$ cat config.mk
export PLATFORM = sky130hd
export DESIGN_NAME = midpoint_ellipse_rasterizer_flat
export DESIGN_NICKNAME = d
export VERILOG_FILES = /design/src/rtl/mer_pkg.sv /design/src/rtl/mer_ifs.sv /design/src/rtl/mer_front.sv /design/src/rtl/mer_queue.sv /design/src/rtl/mer_back.sv /design/src/rtl/midpoint_ellipse_rasterizer.sv /design/src/flat_wrapper.sv
export SDC_FILE = /design/constraint.sdc
export NUM_CORES = 2
export LEC_CHECK = 0
export ABC_AREA = 1
export BUFFER_PORTS_ARGS = -buffer_cell sky130_fd_sc_hd__clkbuf_2
export CAP_MARGIN = 20
export CORE_ASPECT_RATIO = 0.6
export CORE_MARGIN = 8
export CORE_UTILIZATION = 35
export DETAILED_ROUTE_END_ITERATION = 16
export GPL_ROUTABILITY_DRIVEN = 0
export SETUP_SLACK_MARGIN = 0.15
export SLEW_MARGIN = 0
export SYNTH_ARGS = -nofsm -noshare
export SYNTH_HDL_FRONTEND = slang
export SYNTH_SLANG_ARGS = --single-unit
$ cat constraint.sdc
create_clock -name clk -period 9.9 [get_ports clk]
set_clock_uncertainty 0.15 [all_clocks]
set_input_delay 2.475 -clock clk [delete_from_list [all_inputs] [get_ports clk]]
set_output_delay 2.475 -clock clk [all_outputs]
set_load 0.005 [all_outputs]
$ cat src/rtl/mer_pkg.sv
// Shared types and constants of the midpoint ellipse rasterizer.
`default_nettype none

package mer_pkg;

	// Default sizes of the walk.
	localparam int AXIS_BITS_DEF     = 11;
	localparam int DECISION_BITS_DEF = 48;

	// Fixed field widths of the ports.
	localparam int CENTER_W    = 12;
	localparam int AXIS_REG_W  = 11;
	localparam int POINT_W     = 13;
	localparam int CFG_INDEX_W = 3;
	localparam int CFG_DATA_W  = 12;

	// Configuration register indexes.
	localparam logic [CFG_INDEX_W-1:0] REG_CENTER_X    = 3'd0;
	localparam logic [CFG_INDEX_W-1:0] REG_CENTER_Y    = 3'd1;
	localparam logic [CFG_INDEX_W-1:0] REG_SEMI_AXIS_X = 3'd2;
	localparam logic [CFG_INDEX_W-1:0] REG_SEMI_AXIS_Y = 3'd3;

	// Reset values of the configuration registers.
	localparam logic signed [CENTER_W-1:0] CENTER_X_RST    = 12'sd1;
	localparam logic signed [CENTER_W-1:0] CENTER_Y_RST    = 12'sd2;
	localparam logic [AXIS_REG_W-1:0]      SEMI_AXIS_X_RST = 11'd6;
	localparam logic [AXIS_REG_W-1:0]      SEMI_AXIS_Y_RST = 11'd5;

	// Depth of the command queue; must be a power of two.
	localparam int QUEUE_DEPTH = 2;

	typedef logic op_t;
	localparam op_t OP_STEP    = 1'b0;
	localparam op_t OP_RESTART = 1'b1;

	typedef struct packed {
		logic signed [CENTER_W-1:0] center_x;
		logic signed [CENTER_W-1:0] center_y;
		logic [AXIS_REG_W-1:0]      semi_axis_x;
		logic [AXIS_REG_W-1:0]      semi_axis_y;
	} cfg_t;

	typedef struct packed {
		logic valid;
		op_t  op;
	} op_beat_t;

endpackage

`default_nettype wire

$ cat src/rtl/mer_ifs.sv
// Handshake channel interfaces for commands in and points out.
`default_nettype none

interface mer_cmd_if;
	logic valid;
	logic ready;
	logic restart;

	modport source (output valid, output restart, input ready);
	modport sink (input valid, input restart, output ready);
endinterface

interface mer_pix_if;
	logic                                valid;
	logic                                ready;
	logic signed [mer_pkg::POINT_W-1:0]  point_x;
	logic signed [mer_pkg::POINT_W-1:0]  point_y;
	logic                                last_of_step;
	logic                                ellipse_done;

	modport source (output valid, output point_x, output point_y, output last_of_step,
		output ellipse_done, input ready);
	modport sink (input valid, input point_x, input point_y, input last_of_step,
		input ellipse_done, output ready);
endinterface

`default_nettype wire

$ cat src/rtl/mer_front.sv
// Front end: takes command beats into a holding register and classifies them.
`default_nettype none

module mer_front (
	input  wire logic              clk,
	input  wire logic              arst_n,
	mer_cmd_if.sink                cmd,
	output mer_pkg::op_beat_t      push,
	input  wire logic              push_ready
);

	logic           hold_valid_q;
	mer_pkg::op_t   hold_op_q;
	logic           accept;

	assign cmd.ready  = !hold_valid_q || push_ready;
	assign accept     = cmd.valid && cmd.ready;
	assign push.valid = hold_valid_q;
	assign push.op    = hold_op_q;

	always_ff @(posedge clk or negedge arst_n) begin
		if (!arst_n) begin
			hold_valid_q <= 1'b0;
		end else if (accept) begin
			hold_valid_q <= 1'b1;
		end else if (push_ready) begin
			hold_valid_q <= 1'b0;
		end
	end

	always_ff @(posedge clk) begin
		if (accept) begin
			hold_op_q <= cmd.restart ? mer_pkg::OP_RESTART : mer_pkg::OP_STEP;
		end
	end

endmodule

`default_nettype wire

$ cat src/rtl/mer_queue.sv
// Short command queue between the front end and the walk engine.
`default_nettype none

module mer_queue (
	input  wire logic              clk,
	input  wire logic              arst_n,
	input  wire mer_pkg::op_beat_t push,
	output logic                   push_ready,
	output mer_pkg::op_beat_t      head,
	input  wire logic              pop
);

	localparam int DEPTH = mer_pkg::QUEUE_DEPTH;
	localparam int PTR_W = (DEPTH > 1) ? $clog2(DEPTH) : 1;
	localparam int CNT_W = $clog2(DEPTH + 1);

	mer_pkg::op_t       entry_q [DEPTH];
	logic [PTR_W-1:0]   wr_ptr_q;
	logic [PTR_W-1:0]   rd_ptr_q;
	logic [CNT_W-1:0]   count_q;
	logic               do_push;
	logic               do_pop;

	assign push_ready = (count_q != CNT_W'(DEPTH));
	assign do_push    = push.valid && push_ready;
	assign do_pop     = pop && (count_q != '0);
	assign head.valid = (count_q != '0);
	assign head.op    = entry_q[rd_ptr_q];

	always_ff @(posedge clk or negedge arst_n) begin
		if (!arst_n) begin
			wr_ptr_q <= '0;
			rd_ptr_q <= '0;
			count_q  <= '0;
		end else begin
			if (do_push) begin
				wr_ptr_q <= wr_ptr_q + PTR_W'(1);
			end
			if (do_pop) begin
				rd_ptr_q <= rd_ptr_q + PTR_W'(1);
			end
			count_q <= count_q + CNT_W'(do_push) - CNT_W'(do_pop);
		end
	end

	always_ff @(posedge clk) begin
		if (do_push) begin
			entry_q[wr_ptr_q] <= push.op;
		end
	end

endmodule

`default_nettype wire

$ cat src/rtl/mer_back.sv
// Walk engine: holds the ellipse state, runs the shared multiplier and emits points.
`default_nettype none

module mer_back #(
	parameter int AXIS_BITS     = mer_pkg::AXIS_BITS_DEF,
	parameter int DECISION_BITS = mer_pkg::DECISION_BITS_DEF
) (
	input  wire logic              clk,
	input  wire logic              arst_n,
	input  wire mer_pkg::cfg_t     cfg,
	input  wire logic              axis_wr,
	input  wire mer_pkg::op_beat_t head,
	output logic                   pop,
	mer_pix_if.source              pix
);

	localparam int CW    = AXIS_BITS + 1;
	localparam int YW    = AXIS_BITS + 2;
	localparam int DW    = DECISION_BITS;
	localparam int MW    = DW + YW;
	localparam int PW    = mer_pkg::POINT_W;
	localparam int EXT_W = (PW > CW) ? PW : CW;

	localparam logic [3:0] ST_IDLE = 4'd0;
	localparam logic [3:0] ST_SQA  = 4'd1;
	localparam logic [3:0] ST_SQB  = 4'd2;
	localparam logic [3:0] ST_SQC  = 4'd3;
	localparam logic [3:0] ST_RS1  = 4'd4;
	localparam logic [3:0] ST_RS2  = 4'd5;
	localparam logic [3:0] ST_Z1   = 4'd6;
	localparam logic [3:0] ST_Z2   = 4'd7;
	localparam logic [3:0] ST_Z3   = 4'd8;
	localparam logic [3:0] ST_Z4   = 4'd9;
	localparam logic [3:0] ST_Z5   = 4'd10;
	localparam logic [3:0] ST_Z6   = 4'd11;
	localparam logic [3:0] ST_Z7   = 4'd12;
	localparam logic [3:0] ST_EMIT = 4'd13;

	localparam logic [1:0] RG_DONE = 2'd0;
	localparam logic [1:0] RG_ONE  = 2'd1;
	localparam logic [1:0] RG_TWO  = 2'd2;

	logic [3:0]              state_q;
	logic                    stale_q;
	logic [1:0]              region_q;
	logic [1:0]              beat_q;
	logic signed [CW-1:0]    cur_x_q;
	logic signed [CW-1:0]    cur_y_q;
	logic signed [CW-1:0]    ex_q;
	logic signed [CW-1:0]    ey_q;
	logic signed [DW-1:0]    dec_q;
	logic signed [DW-1:0]    gx_q;
	logic signed [DW-1:0]    gy_q;
	logic signed [DW-1:0]    a2_q;
	logic signed [DW-1:0]    b2_q;
	logic signed [DW-1:0]    prod_q;

	logic [AXIS_BITS-1:0]    a_w;
	logic [AXIS_BITS-1:0]    b_w;
	logic signed [YW-1:0]    a_yw;
	logic signed [YW-1:0]    b_yw;
	logic signed [YW-1:0]    tx;
	logic signed [YW-1:0]    ty;
	logic signed [DW-1:0]    mul_x;
	logic signed [YW-1:0]    mul_y;
	logic signed [MW-1:0]    mul_full;

	logic                    reg_one;
	logic                    dec_neg;
	logic                    dec_pos;
	logic                    incx;
	logic                    decy;
	logic signed [CW-1:0]    cur_x_nx;
	logic signed [CW-1:0]    cur_y_nx;
	logic signed [DW-1:0]    gx_nx;
	logic signed [DW-1:0]    gy_nx;
	logic signed [DW-1:0]    dec_nx;
	logic signed [DW-1:0]    gy_rs;
	logic                    rs_in_one;
	logic                    leave_one;
	logic                    y_neg;
	logic                    step_go;
	logic                    beat_done;

	logic signed [EXT_W-1:0] ex_ext;
	logic signed [EXT_W-1:0] ey_ext;
	logic signed [EXT_W-1:0] cx_ext;
	logic signed [EXT_W-1:0] cy_ext;
	logic signed [EXT_W-1:0] px_full;
	logic signed [EXT_W-1:0] py_full;

	assign a_w  = AXIS_BITS'(cfg.semi_axis_x);
	assign b_w  = AXIS_BITS'(cfg.semi_axis_y);
	assign a_yw = YW'(a_w);
	assign b_yw = YW'(b_w);
	assign tx   = {cur_x_q, 1'b1};
	assign ty   = YW'(cur_y_q) - YW'(1);

	// One shared multiplier; only the low decision bits of the product are kept.
	always_comb begin
		case (state_q)
			ST_SQA: begin
				mul_x = DW'(a_w);
				mul_y = a_yw;
			end
			ST_SQB: begin
				mul_x = DW'(b_w);
				mul_y = b_yw;
			end
			ST_Z1: begin
				mul_x = b2_q;
				mul_y = tx;
			end
			ST_Z2: begin
				mul_x = prod_q;
				mul_y = tx;
			end
			ST_Z3: begin
				mul_x = a2_q;
				mul_y = ty;
			end
			ST_Z4: begin
				mul_x = prod_q;
				mul_y = ty;
			end
			ST_Z6: begin
				mul_x = prod_q;
				mul_y = b_yw;
			end
			default: begin
				mul_x = a2_q;
				mul_y = b_yw;
			end
		endcase
	end

	assign mul_full = MW'(mul_x) * MW'(mul_y);

	// Next step of the walk, taken from the state before the step.
	assign reg_one  = (region_q == RG_ONE);
	assign dec_neg  = dec_q[DW-1];
	assign dec_pos  = !dec_neg && (dec_q != '0);
	assign incx     = reg_one || !dec_pos;
	assign decy     = !reg_one || !dec_neg;
	assign cur_x_nx = incx ? cur_x_q + CW'(1) : cur_x_q;
	assign cur_y_nx = decy ? cur_y_q - CW'(1) : cur_y_q;
	assign gx_nx    = incx ? gx_q + (b2_q <<< 1) : gx_q;
	assign gy_nx    = decy ? gy_q - (a2_q <<< 1) : gy_q;
	assign dec_nx   = dec_q + (incx ? (gx_nx <<< 2) : '0) - (decy ? (gy_nx <<< 2) : '0)
		+ (reg_one ? (b2_q <<< 2) : (a2_q <<< 2));

	assign gy_rs     = prod_q <<< 1;
	assign rs_in_one = !gy_rs[DW-1] && (gy_rs != '0);
	assign leave_one = reg_one && !(gx_q < gy_q);
	assign y_neg     = cur_y_q[CW-1];

	assign pop       = (state_q == ST_IDLE) && !stale_q && head.valid;
	assign step_go   = pop && (head.op == mer_pkg::OP_STEP) && (region_q != RG_DONE);
	assign beat_done = (state_q == ST_EMIT) && pix.ready;

	// Mirror points: beat bit 0 flips x, beat bit 1 flips y.
	assign ex_ext  = EXT_W'(ex_q);
	assign ey_ext  = EXT_W'(ey_q);
	assign cx_ext  = EXT_W'(cfg.center_x);
	assign cy_ext  = EXT_W'(cfg.center_y);
	assign px_full = cx_ext + (beat_q[0] ? -ex_ext : ex_ext);
	assign py_full = cy_ext + (beat_q[1] ? -ey_ext : ey_ext);

	assign pix.valid        = (state_q == ST_EMIT);
	assign pix.point_x      = px_full[PW-1:0];
	assign pix.point_y      = py_full[PW-1:0];
	assign pix.last_of_step = (beat_q == 2'd3);
	assign pix.ellipse_done = y_neg && ((region_q == RG_TWO) || leave_one);

	always_ff @(posedge clk or negedge arst_n) begin
		if (!arst_n) begin
			state_q  <= ST_IDLE;
			stale_q  <= 1'b1;
			region_q <= RG_DONE;
			beat_q   <= '0;
			cur_x_q  <= '0;
			cur_y_q  <= '1;
			dec_q    <= '0;
			gx_q     <= '0;
			gy_q     <= '0;
		end else begin
			if (axis_wr) begin
				stale_q <= 1'b1;
			end else if ((state_q == ST_IDLE) && stale_q) begin
				stale_q <= 1'b0;
			end
			case (state_q)
				ST_IDLE: begin
					if (stale_q) begin
						state_q <= ST_SQA;
					end else if (head.valid) begin
						if (head.op == mer_pkg::OP_RESTART) begin
							cur_x_q <= '0;
							cur_y_q <= CW'(b_w);
							gx_q    <= '0;
							state_q <= ST_RS1;
						end else if (region_q != RG_DONE) begin
							cur_x_q <= cur_x_nx;
							cur_y_q <= cur_y_nx;
							gx_q    <= gx_nx;
							gy_q    <= gy_nx;
							dec_q   <= dec_nx;
							beat_q  <= '0;
							state_q <= ST_EMIT;
						end
					end
				end
				ST_SQA: state_q <= ST_SQB;
				ST_SQB: state_q <= ST_SQC;
				ST_SQC: state_q <= ST_IDLE;
				ST_RS1: state_q <= ST_RS2;
				ST_RS2: begin
					gy_q     <= gy_rs;
					dec_q    <= (b2_q <<< 2) - (prod_q <<< 2) + a2_q;
					region_q <= RG_ONE;
					state_q  <= rs_in_one ? ST_IDLE : ST_Z1;
				end
				ST_Z1: state_q <= ST_Z2;
				ST_Z2: state_q <= ST_Z3;
				ST_Z3: begin
					dec_q   <= prod_q;
					state_q <= ST_Z4;
				end
				ST_Z4: state_q <= ST_Z5;
				ST_Z5: begin
					dec_q   <= dec_q + (prod_q <<< 2);
					state_q <= ST_Z6;
				end
				ST_Z6: state_q <= ST_Z7;
				ST_Z7: begin
					dec_q    <= dec_q - (prod_q <<< 2);
					region_q <= y_neg ? RG_DONE : RG_TWO;
					state_q  <= ST_IDLE;
				end
				ST_EMIT: begin
					if (beat_done) begin
						beat_q <= beat_q + 2'd1;
						if (beat_q == 2'd3) begin
							if (leave_one) begin
								state_q <= ST_Z1;
							end else begin
								if ((region_q == RG_TWO) && y_neg) begin
									region_q <= RG_DONE;
								end
								state_q <= ST_IDLE;
							end
						end
					end
				end
				default: state_q <= ST_IDLE;
			endcase
		end
	end

	always_ff @(posedge clk) begin
		prod_q <= mul_full[DW-1:0];
		if (state_q == ST_SQB) begin
			a2_q <= prod_q;
		end
		if (state_q == ST_SQC) begin
			b2_q <= prod_q;
		end
		if (step_go) begin
			ex_q <= cur_x_q;
			ey_q <= cur_y_q;
		end
	end

endmodule

`default_nettype wire

$ cat src/rtl/midpoint_ellipse_rasterizer.sv
// Top level of the midpoint ellipse rasterizer: configuration registers and the three parts.
`default_nettype none

// Each command beat either restarts the walk at (0, b) or advances it by one step that
// emits four mirrored points (x then y mirrored, last_of_step on the fourth). Commands pass
// through a one-entry holding register and a two-deep queue, so the command side keeps
// flowing while points are stalled until both are full. A step updates the decision
// terms, then sends four point beats on the single output channel. A restart passes
// through RS1 and RS2. The switch from region one to region two, and a restart with a
// zero semi-axis, run through Z1 to Z7 on the one shared multiplier, which rebuild the
// region-two decision term. After a write to either semi-axis register the engine
// squares the axes in SQA, SQB and SQC before it takes the next command. Steps after
// the walk has finished, or before the first restart, give no points.
module midpoint_ellipse_rasterizer #(
	parameter int AXIS_BITS     = mer_pkg::AXIS_BITS_DEF,
	parameter int DECISION_BITS = mer_pkg::DECISION_BITS_DEF
) (
	input  wire logic                              clk,
	input  wire logic                              arst_n,
	mer_cmd_if.sink                                cmd,
	mer_pix_if.source                              pix,
	input  wire logic                              cfg_we,
	input  wire logic [mer_pkg::CFG_INDEX_W-1:0]   cfg_index,
	input  wire logic [mer_pkg::CFG_DATA_W-1:0]    cfg_data
);

	mer_pkg::cfg_t      cfg_q;
	mer_pkg::op_beat_t  push;
	mer_pkg::op_beat_t  head;
	logic               push_ready;
	logic               pop;
	logic               axis_wr;

	assign axis_wr = cfg_we && ((cfg_index == mer_pkg::REG_SEMI_AXIS_X)
		|| (cfg_index == mer_pkg::REG_SEMI_AXIS_Y));

	always_ff @(posedge clk or negedge arst_n) begin
		if (!arst_n) begin
			cfg_q.center_x    <= mer_pkg::CENTER_X_RST;
			cfg_q.center_y    <= mer_pkg::CENTER_Y_RST;
			cfg_q.semi_axis_x <= mer_pkg::SEMI_AXIS_X_RST;
			cfg_q.semi_axis_y <= mer_pkg::SEMI_AXIS_Y_RST;
		end else if (cfg_we) begin
			case (cfg_index)
				mer_pkg::REG_CENTER_X:    cfg_q.center_x    <= mer_pkg::CENTER_W'(cfg_data);
				mer_pkg::REG_CENTER_Y:    cfg_q.center_y    <= mer_pkg::CENTER_W'(cfg_data);
				mer_pkg::REG_SEMI_AXIS_X:
					cfg_q.semi_axis_x <= cfg_data[mer_pkg::AXIS_REG_W-1:0];
				mer_pkg::REG_SEMI_AXIS_Y:
					cfg_q.semi_axis_y <= cfg_data[mer_pkg::AXIS_REG_W-1:0];
				default: ;
			endcase
		end
	end

	mer_front u_front (
		.clk        (clk),
		.arst_n     (arst_n),
		.cmd        (cmd),
		.push       (push),
		.push_ready (push_ready)
	);

	mer_queue u_queue (
		.clk        (clk),
		.arst_n     (arst_n),
		.push       (push),
		.push_ready (push_ready),
		.head       (head),
		.pop        (pop)
	);

	mer_back #(
		.AXIS_BITS     (AXIS_BITS),
		.DECISION_BITS (DECISION_BITS)
	) u_back (
		.clk     (clk),
		.arst_n  (arst_n),
		.cfg     (cfg_q),
		.axis_wr (axis_wr),
		.head    (head),
		.pop     (pop),
		.pix     (pix)
	);

endmodule

`default_nettype wire

$ cat src/flat_wrapper.sv
// flat-port wrapper written by rule: the top's interface ports become plain ports
module midpoint_ellipse_rasterizer_flat 
#(
	parameter int AXIS_BITS     = mer_pkg::AXIS_BITS_DEF,
	parameter int DECISION_BITS = mer_pkg::DECISION_BITS_DEF
)
  (clk, arst_n, cfg_we, cfg_index, cfg_data, cmd_valid, cmd_restart, cmd_ready, pix_valid, pix_point_x, pix_point_y, pix_last_of_step, pix_ellipse_done, pix_ready);
  mer_cmd_if cmd_i ();
  mer_pix_if pix_i ();
  input  wire logic clk;
  input  wire logic arst_n;
  input  wire logic cfg_we;
  input  wire logic [mer_pkg::CFG_INDEX_W-1:0] cfg_index;
  input  wire logic [mer_pkg::CFG_DATA_W-1:0] cfg_data;
  input wire logic [$bits(cmd_i.valid)-1:0] cmd_valid;
  input wire logic [$bits(cmd_i.restart)-1:0] cmd_restart;
  output wire logic [$bits(cmd_i.ready)-1:0] cmd_ready;
  output wire logic [$bits(pix_i.valid)-1:0] pix_valid;
  output wire logic [$bits(pix_i.point_x)-1:0] pix_point_x;
  output wire logic [$bits(pix_i.point_y)-1:0] pix_point_y;
  output wire logic [$bits(pix_i.last_of_step)-1:0] pix_last_of_step;
  output wire logic [$bits(pix_i.ellipse_done)-1:0] pix_ellipse_done;
  input wire logic [$bits(pix_i.ready)-1:0] pix_ready;
  assign cmd_i.valid = cmd_valid;
  assign cmd_i.restart = cmd_restart;
  assign cmd_ready = cmd_i.ready;
  assign pix_valid = pix_i.valid;
  assign pix_point_x = pix_i.point_x;
  assign pix_point_y = pix_i.point_y;
  assign pix_last_of_step = pix_i.last_of_step;
  assign pix_ellipse_done = pix_i.ellipse_done;
  assign pix_i.ready = pix_ready;
  midpoint_ellipse_rasterizer #(.AXIS_BITS(AXIS_BITS), .DECISION_BITS(DECISION_BITS)) u_core (.clk(clk), .arst_n(arst_n), .cmd(cmd_i), .pix(pix_i), .cfg_we(cfg_we), .cfg_index(cfg_index), .cfg_data(cfg_data));
endmodule
Word-level counts from Yosys, hierarchy flattened
Memories as Yosys holds them, arrays and structs flattened.
Cells that the tools add are included.
{"block": "totals", "reg_bits": 397, "mem_count": 1, "mem_bits_rw": 2, "inputBits": 21}
{"block": "classes", "bitwise": 2, "eq_ne": 31, "muxes": 55, "multipliers": 1, "n_addsub": 21, "n_lt_le_gt_ge": 1, "n_reduce_logical": 58}
{"memory": "u_core.u_queue.entry_q", "depth": 2, "word_bits": 1, "read_ports": 1, "rd_clocked_by_memory_dff": 0, "write_ports": 1, "line": "mer_queue.sv:17", "source": "mer_pkg::op_t entry_q [DEPTH];"}
{"op": "48-bit two-way mux", "count": 15}
{"op": "48-bit adder", "count": 5}
{"op": "48-bit one-hot mux with 5 select lines", "count": 1}
{"op": "48-bit one-hot mux with 4 select lines", "count": 1}
{"op": "48-bit subtractor", "count": 4}
{"op": "48-bit one-hot mux with 2 select lines", "count": 1}
{"op": "48-bit nonzero test", "count": 2}
{"op": "12-bit two-way mux", "count": 6}
{"op": "48-bit less-than comparator", "count": 1}
{"op": "48-bit by 13-bit multiplier with 48-bit output", "count": 1}
{"op": "4-bit one-hot mux with 12 select lines", "count": 1}
{"op": "13-bit one-hot mux with 3 select lines", "count": 1}
{"op": "12-bit by 13-bit adder with 13-bit output", "count": 2}
{"op": "13-bit two-way mux", "count": 2}
{"op": "12-bit negation with 13-bit output", "count": 2}
{"op": "5-bit AND reduction", "count": 5}
{"op": "4-bit equality test, second input constant", "count": 6}
{"op": "4-bit two-way mux", "count": 6}
{"op": "2-bit two-way mux", "count": 10}
{"op": "2-bit nonzero test", "count": 9}
{"op": "4-bit by 3-bit equality test with 1-bit output, second input constant", "count": 4}
{"op": "1-bit logical AND", "count": 15}
{"op": "12-bit by 2-bit subtractor with 13-bit output, second input constant", "count": 1}
{"op": "12-bit by 2-bit adder with 12-bit output, second input constant", "count": 1}
{"op": "31 further kinds", "count": 67}

Longest topological paths before layout
{"block": "depth", "word_depth": 14, "ltp_mapped": 41, "depth_no_buf": 40}

By module
From an unflattened synthesis, not the netlist that was laid out.
{"block": "hier_totals", "hier_cells": 7813, "area_unflattened_um2": 56530.5}
{"module": "mer_back", "instances": 1, "cells_each": 7555, "area_each_um2": 54195.7, "seq_area_each_um2": 8959.8}
{"module": "midpoint_ellipse_rasterizer", "instances": 1, "cells_each": 212, "area_each_um2": 1941.9, "seq_area_each_um2": 1158.6}
{"module": "mer_queue", "instances": 1, "cells_each": 37, "area_each_um2": 302.8, "seq_area_each_um2": 160.2}
{"module": "mer_front", "instances": 1, "cells_each": 9, "area_each_um2": 90.1, "seq_area_each_um2": 55.1}

Least setup slack after synthesis
Ideal clock, no wire load.
{"block": "synth_path", "path_kind": "register to register", "from": "reg u_core.u_back.state_q[0]", "to": "reg u_core.u_back.prod_q[42]", "required_time_ns": 9.630, "arrival_time_ns": 8.023, "path_slack_ns": 1.607, "n_path_buf": 3, "stages_incl_launch_ff": 30, "path_cell_list": "dfrtp_1 > buf_4 > nor2_2 > inv_2 > nor2_1 > clkbuf_1 > a221oi_1 > o21ai_0 > clkbuf_1 > nand2_1 > fa_1 > fa_1 > inv_1 > fa_1 > fa_1 > fa_1 > inv_1 > fa_1 > inv_1 > ha_1 > nand2_1 > nor2_1 > inv_1 > nor3_1 > a211oi_1 > o21ai_0 > nand2_1 > o21bai_1 > a21oi_1 > xnor2_1"}
{"block": "synth_via", "elab_chain_cells": 4, "word_cells_on_any_way": 13}
{"item": "from (decl)", "line": "mer_back.sv:43", "source": "logic [3:0] state_q;"}
{"item": "from (signal assigned)", "line": "mer_back.sv:221", "source": "state_q <= rs_in_one ? ST_IDLE : ST_Z1;"}
{"item": "4-bit equality test or 4-bit by 3-bit equality test with 1-bit output (tied branches)", "line": "mer_back.sv:101", "source": "case (state_q)"}
{"item": "3-bit OR reduction (no source line) or 2-bit OR reduction (tied branches)"}
{"item": "48-bit one-hot mux with 4 select lines or 13-bit one-hot mux with 3 select lines (tied branches)", "line": "mer_back.sv:101"}
{"item": "48-bit by 13-bit multiplier with 48-bit output (*)", "line": "mer_back.sv:137", "source": "assign mul_full = MW'(mul_x) * MW'(mul_y);"}
{"item": "net u_core.u_back.mul_full[42]", "line": "mer_back.sv:66", "source": "logic signed [MW-1:0] mul_full;"}
{"item": "to (signal assigned)", "line": "mer_back.sv:261", "source": "prod_q <= mul_full[DW-1:0];"}
{"item": "to (decl)", "line": "mer_back.sv:56", "source": "logic signed [DW-1:0] prod_q;"}
Mark *: on every way through the listed nets, which the timed path passes. The rest lies on a longest branch.
A chain may end at the register's enable or synchronous reset.

Worst setup path after layout
{"block": "layout_path", "from": "reg u_core.u_back.state_q[0]", "to": "reg u_core.u_back.prod_q[47]"}
The elaborated chain is that of the path after synthesis.

==> metrics.txt <==
# TYPE chip_impl_metric gauge
chip_impl_info{name="outcome",value="complete, but fails checks"} 1
chip_impl_info{name="violations",value="capacitance limit, slew limit"} 1
chip_impl_metric{name="rr_worst_depth",unit=""} 33
chip_impl_metric{name="drcViolationCount",unit=""} 0
chip_impl_info{name="rsz0062_at_grt",value="no"} 1
chip_impl_metric{name="maxSlewHeadroom",unit="%"} -5.83
chip_impl_metric{name="place.detailed.hpwl",unit="um"} 198000
chip_impl_info{name="crit-reg2reg-capture",value="u_core.u_back.prod_q[47]"} 1
chip_impl_metric{name="wl_per_cell",unit="um"} 24.0
chip_impl_metric{name="synth-async-reset-ratio",unit="%"} 56.9
chip_impl_metric{name="setup_failing_eps_final",unit=""} 0
chip_impl_metric{name="die_w",unit="um"} 532
chip_impl_metric{name="synth_fp_nets",unit=""} 8705
chip_impl_metric{name="clock-sinks",unit=""} 397
chip_impl_metric{name="placedCellCount",unit=""} 9773
chip_impl_metric{name="die_height",unit="um"} 325
chip_impl_metric{name="start_util",unit="%"} 35.3
chip_impl_metric{name="critical_path_buf_inv_count",unit=""} 8
chip_impl_info{name="cts_tree",value="yes"} 1
chip_impl_metric{name="final_antenna_net_count",unit=""} 0
chip_impl_metric{name="cp.required",unit="ns"} 10.28
chip_impl_metric{name="drive_above_1_share",unit="%"} 4.40
chip_impl_metric{name="worst_ep_arrival_time",unit="ns"} 9.49
chip_impl_metric{name="grt_pass1_vias",unit=""} 51105
chip_impl_metric{name="n_antenna_cell",unit=""} 0
chip_impl_metric{name="cts_setup_buffers",unit=""} 0
chip_impl_metric{name="clk_path_buf_depth",unit=""} 3
chip_impl_metric{name="finalHoldViolations",unit=""} 0
chip_impl_metric{name="timing.critical_path.depth",unit=""} 33
chip_impl_info{name="worstSetupEndpointType",value="flop"} 1
chip_impl_metric{name="post_cts_resize_count",unit=""} 0
chip_impl_metric{name="finish.cell_count_without_fillers",unit=""} 9849
chip_impl_metric{name="synth.avg_cell_area",unit="sq um"} 7.26
chip_impl_metric{name="grt_start_max_net_pins",unit=""} 85
chip_impl_metric{name="placeableCoreArea",unit="sq um"} 158000
chip_impl_metric{name="final_cell_utilization_of_the_core",unit="%"} 38.1
chip_impl_info{name="crit_path_end",value="u_core.u_back.prod_q[47]"} 1
chip_impl_metric{name="worstMarginPinSlew",unit="ns"} 1.57
chip_impl_metric{name="synthesis.instances",unit=""} 7692
chip_impl_info{name="worstSetupStartpointType",value="flop"} 1
chip_impl_metric{name="timing.setup.tns",unit="ns"} 0
chip_impl_info{name="timing_worst_setup_path_type",value="reg -> reg"} 1
chip_impl_metric{name="vias_per_cell",unit=""} 5.71
chip_impl_metric{name="ys_types",unit=""} 67
chip_impl_metric{name="htree_num_levels",unit=""} 2
chip_impl_metric{name="number_of_flops_mapped_to_enable_cells_by_yosys",unit=""} 123
chip_impl_metric{name="period_needed",unit="ns"} 9.10
chip_impl_metric{name="placementRows",unit=""} 113
chip_impl_metric{name="vias",unit=""} 56225
chip_impl_metric{name="fmaxAchievable",unit="MHz"} 110
chip_impl_metric{name="timing.critical_path.fanout_max",unit=""} 19
chip_impl_metric{name="share_of_the_yosys_chip_area_belonging_to_registers",unit="%"} 18.5
chip_impl_metric{name="worstSkewPairLatency",unit="ns"} 0.65
chip_impl_metric{name="cap_viol_max_count",unit=""} 1
chip_impl_metric{name="initial_antenna_violation_count",unit=""} 4
chip_impl_metric{name="dr.pass1.iters",unit=""} 11
chip_impl_metric{name="floorplan.die_area",unit="sq um"} 173000
chip_impl_metric{name="placement.io_buffers",unit=""} 50
chip_impl_metric{name="holdBufCountCts",unit=""} 0
chip_impl_metric{name="grt_usage",unit="%"} 26.1
chip_impl_info{name="critical_path.most_common_cell",value="nand2_1"} 1
chip_impl_info{name="root_buffer",value="clkbuf_16"} 1
chip_impl_info{name="critical-path-slowest-cell",value="o21ai_1"} 1
chip_impl_metric{name="setup.reg_to_reg.worst_slack",unit="ns"} 0.80
chip_impl_info{name="synth_flop_cell",value="dfrtp_1"} 1
chip_impl_metric{name="nNetsFinal",unit=""} 8702
chip_impl_info{name="critical-path-top-delay-family",value="adder cells"} 1
chip_impl_metric{name="synth.ff_latch_count",unit=""} 397
chip_impl_metric{name="grt_first_pass_wirelength",unit="um"} 343000
chip_impl_metric{name="synth.cell_area",unit="sq um"} 55900
chip_impl_metric{name="fin_crit_sh",unit="%"} 92.0
chip_impl_info{name="min-delay-path-class",value="reg -> reg"} 1
chip_impl_metric{name="yosysWarningCount",unit=""} 0
chip_impl_metric{name="clk_transition_reported_paths",unit="ns"} 0.07
chip_impl_metric{name="area_growth",unit="%"} 7.87
chip_impl_info{name="worst_r2r_startpoint",value="u_core.u_back.state_q[0]"} 1
chip_impl_metric{name="top_level_ports",unit=""} 51
chip_impl_metric{name="max_slew_violation_total_from_the_final_report",unit=""} 3
chip_impl_metric{name="wl",unit="um"} 236000
chip_impl_metric{name="globalRouteOverflowTotal",unit=""} 0
chip_impl_metric{name="cts_made_buffers",unit=""} 41
chip_impl_metric{name="starting_drt_drc_count",unit=""} 8992
chip_impl_info{name="worstSetupStartpoint",value="u_core.u_back.state_q[0]"} 1
chip_impl_metric{name="critPathMaxStageDelay",unit="ns"} 0.80
-- metrics by stage --
step	cell area (sq um)	setup slack (ns)	hold slack, ns
2_1_floorplan	55900	1.61	0.271
3_5_place_dp	58800	1.29	0.288
6_report	60300	0.796	0.291
4_1_cts	60300	1.24	0.296
5_1_grt	60300	0.540	0.318
3_3_place_gp	58800	1.16	0.283
-- how the worst min path moves through the flow --
stage                                   startpoint                        end  cells after the start
after floorplan           u_core.u_front.hold_op_q  u_core.u_queue.entry_q[0]                      0
after global placement    u_core.u_back.cur_x_q[9]      u_core.u_back.ex_q[9]                      0
after detailed placement  u_core.u_back.cur_x_q[9]      u_core.u_back.ex_q[9]                      0
after CTS                 u_core.u_back.cur_x_q[9]      u_core.u_back.ex_q[9]                      0
after global routing      u_core.u_back.cur_x_q[9]      u_core.u_back.ex_q[9]                      0
final                     u_core.u_back.cur_x_q[9]      u_core.u_back.ex_q[9]                      0
-- cell type report --
| type | count | area, sq um |
|---|---|---|
| flip-flops and latches | 397 | 10300 |
| clock inverters | 21 | 224 |
| well taps | 2127 | 2660 |
| clock buffers | 55 | 1220 |
| fillers | 16520 | 98100 |
| inverters | 1379 | 5180 |
| repair buffers | 141 | 968 |
| multi-input cells | 5729 | 39700 |
-- state kept, by name, indices dropped and copies added (netlist names), 4 cells and up --
name	flops
u_core.u_back.gy_q	47
u_core.u_back.cur_x_q	12
u_core.u_back.dec_q	48
u_core.u_back.prod_q	48
u_core.u_back.cur_y_q	12
u_core.u_back.state_q	4
u_core.u_back.a2_q	48
u_core.u_back.gx_q	47
u_core.u_back.b2_q	48
u_core.u_back.ey_q	12
u_core.cfg_q	46
u_core.u_back.ex_q	12
-- layout by cell type (no fill, tap or decap), drive strengths merged, types with 4 or more instances in the layout --
cell,synthesis,layout
xnor2,59,59
nor3,80,80
buf,38,92
o21ai,653,653
clkbuf,149,104
dfrtp,207,207
a31oi,53,53
edfxtp,123,123
or2,45,45
o22ai,24,24
nand2,1643,1643
and3,10,10
a32oi,8,8
o2111ai,8,8
nand4,52,52
nand3b,6,6
bufinv,0,4
a21oi,555,555
a21o,37,37
ha,417,417
o21bai,48,48
a211oi,9,9
o21a,33,33
inv,1359,1363
o221ai,60,60
a221oi,16,16
nor2,754,754
dfxtp,48,48
dfstp,19,19
a21boi,11,11
o211ai,42,42
nor4,36,36
o31ai,10,10
fa,575,575
xor2,169,169
nand3,290,290
clkinv,20,30
-- per-layer routing --
metal  routed length (um)  track usage, %
met2                80200            30.9
met1               104000            38.9
met4                 5630            4.39
met5                  454            2.29
met3                45800            15.9
-- cell usage after synthesis (33+ instances only) --
cell	n	area share, %
nor2_1	745	5.0
a21o_1	37	0.50
o211ai_1	42	0.56
fa_1	575	21
nand3_1	290	2.6
edfxtp_1	123	6.6
o21ai_0	623	5.6
clkbuf_1	149	1.0
nor3_1	79	0.71
o21a_1	33	0.44
o21bai_1	48	0.65
ha_1	417	9.3
nor4_1	36	0.40
a21oi_1	554	5.0
xor2_1	169	2.6
a31oi_1	53	0.59
dfxtp_1	48	1.7
inv_1	1335	9.0
nand2_1	1635	11
or2_2	45	0.50
nand4_1	51	0.57
dfrtp_1	207	9.3
xnor2_1	59	0.93
o221ai_1	60	0.94
-- logic make-up after synthesis --
| kind of cell | after synthesis | share of synthesized area [%] |
|---|---|---|
| other | 2 | 0.0134 |
| and+or+nand+nor | 2925 | 21.4 |
| adders and majority gates | 992 | 29.9 |
| xor gates and xnor gates | 228 | 3.57 |
| AOI/OAI and AO/OA | 1582 | 16.0 |
| buffers and inverters | 1566 | 10.6 |
| DFF | 397 | 18.5 |
Power is left out: the tool's default activity adds up to more than one toggle a clock period on the data nets, which glitch-free logic cannot reach.
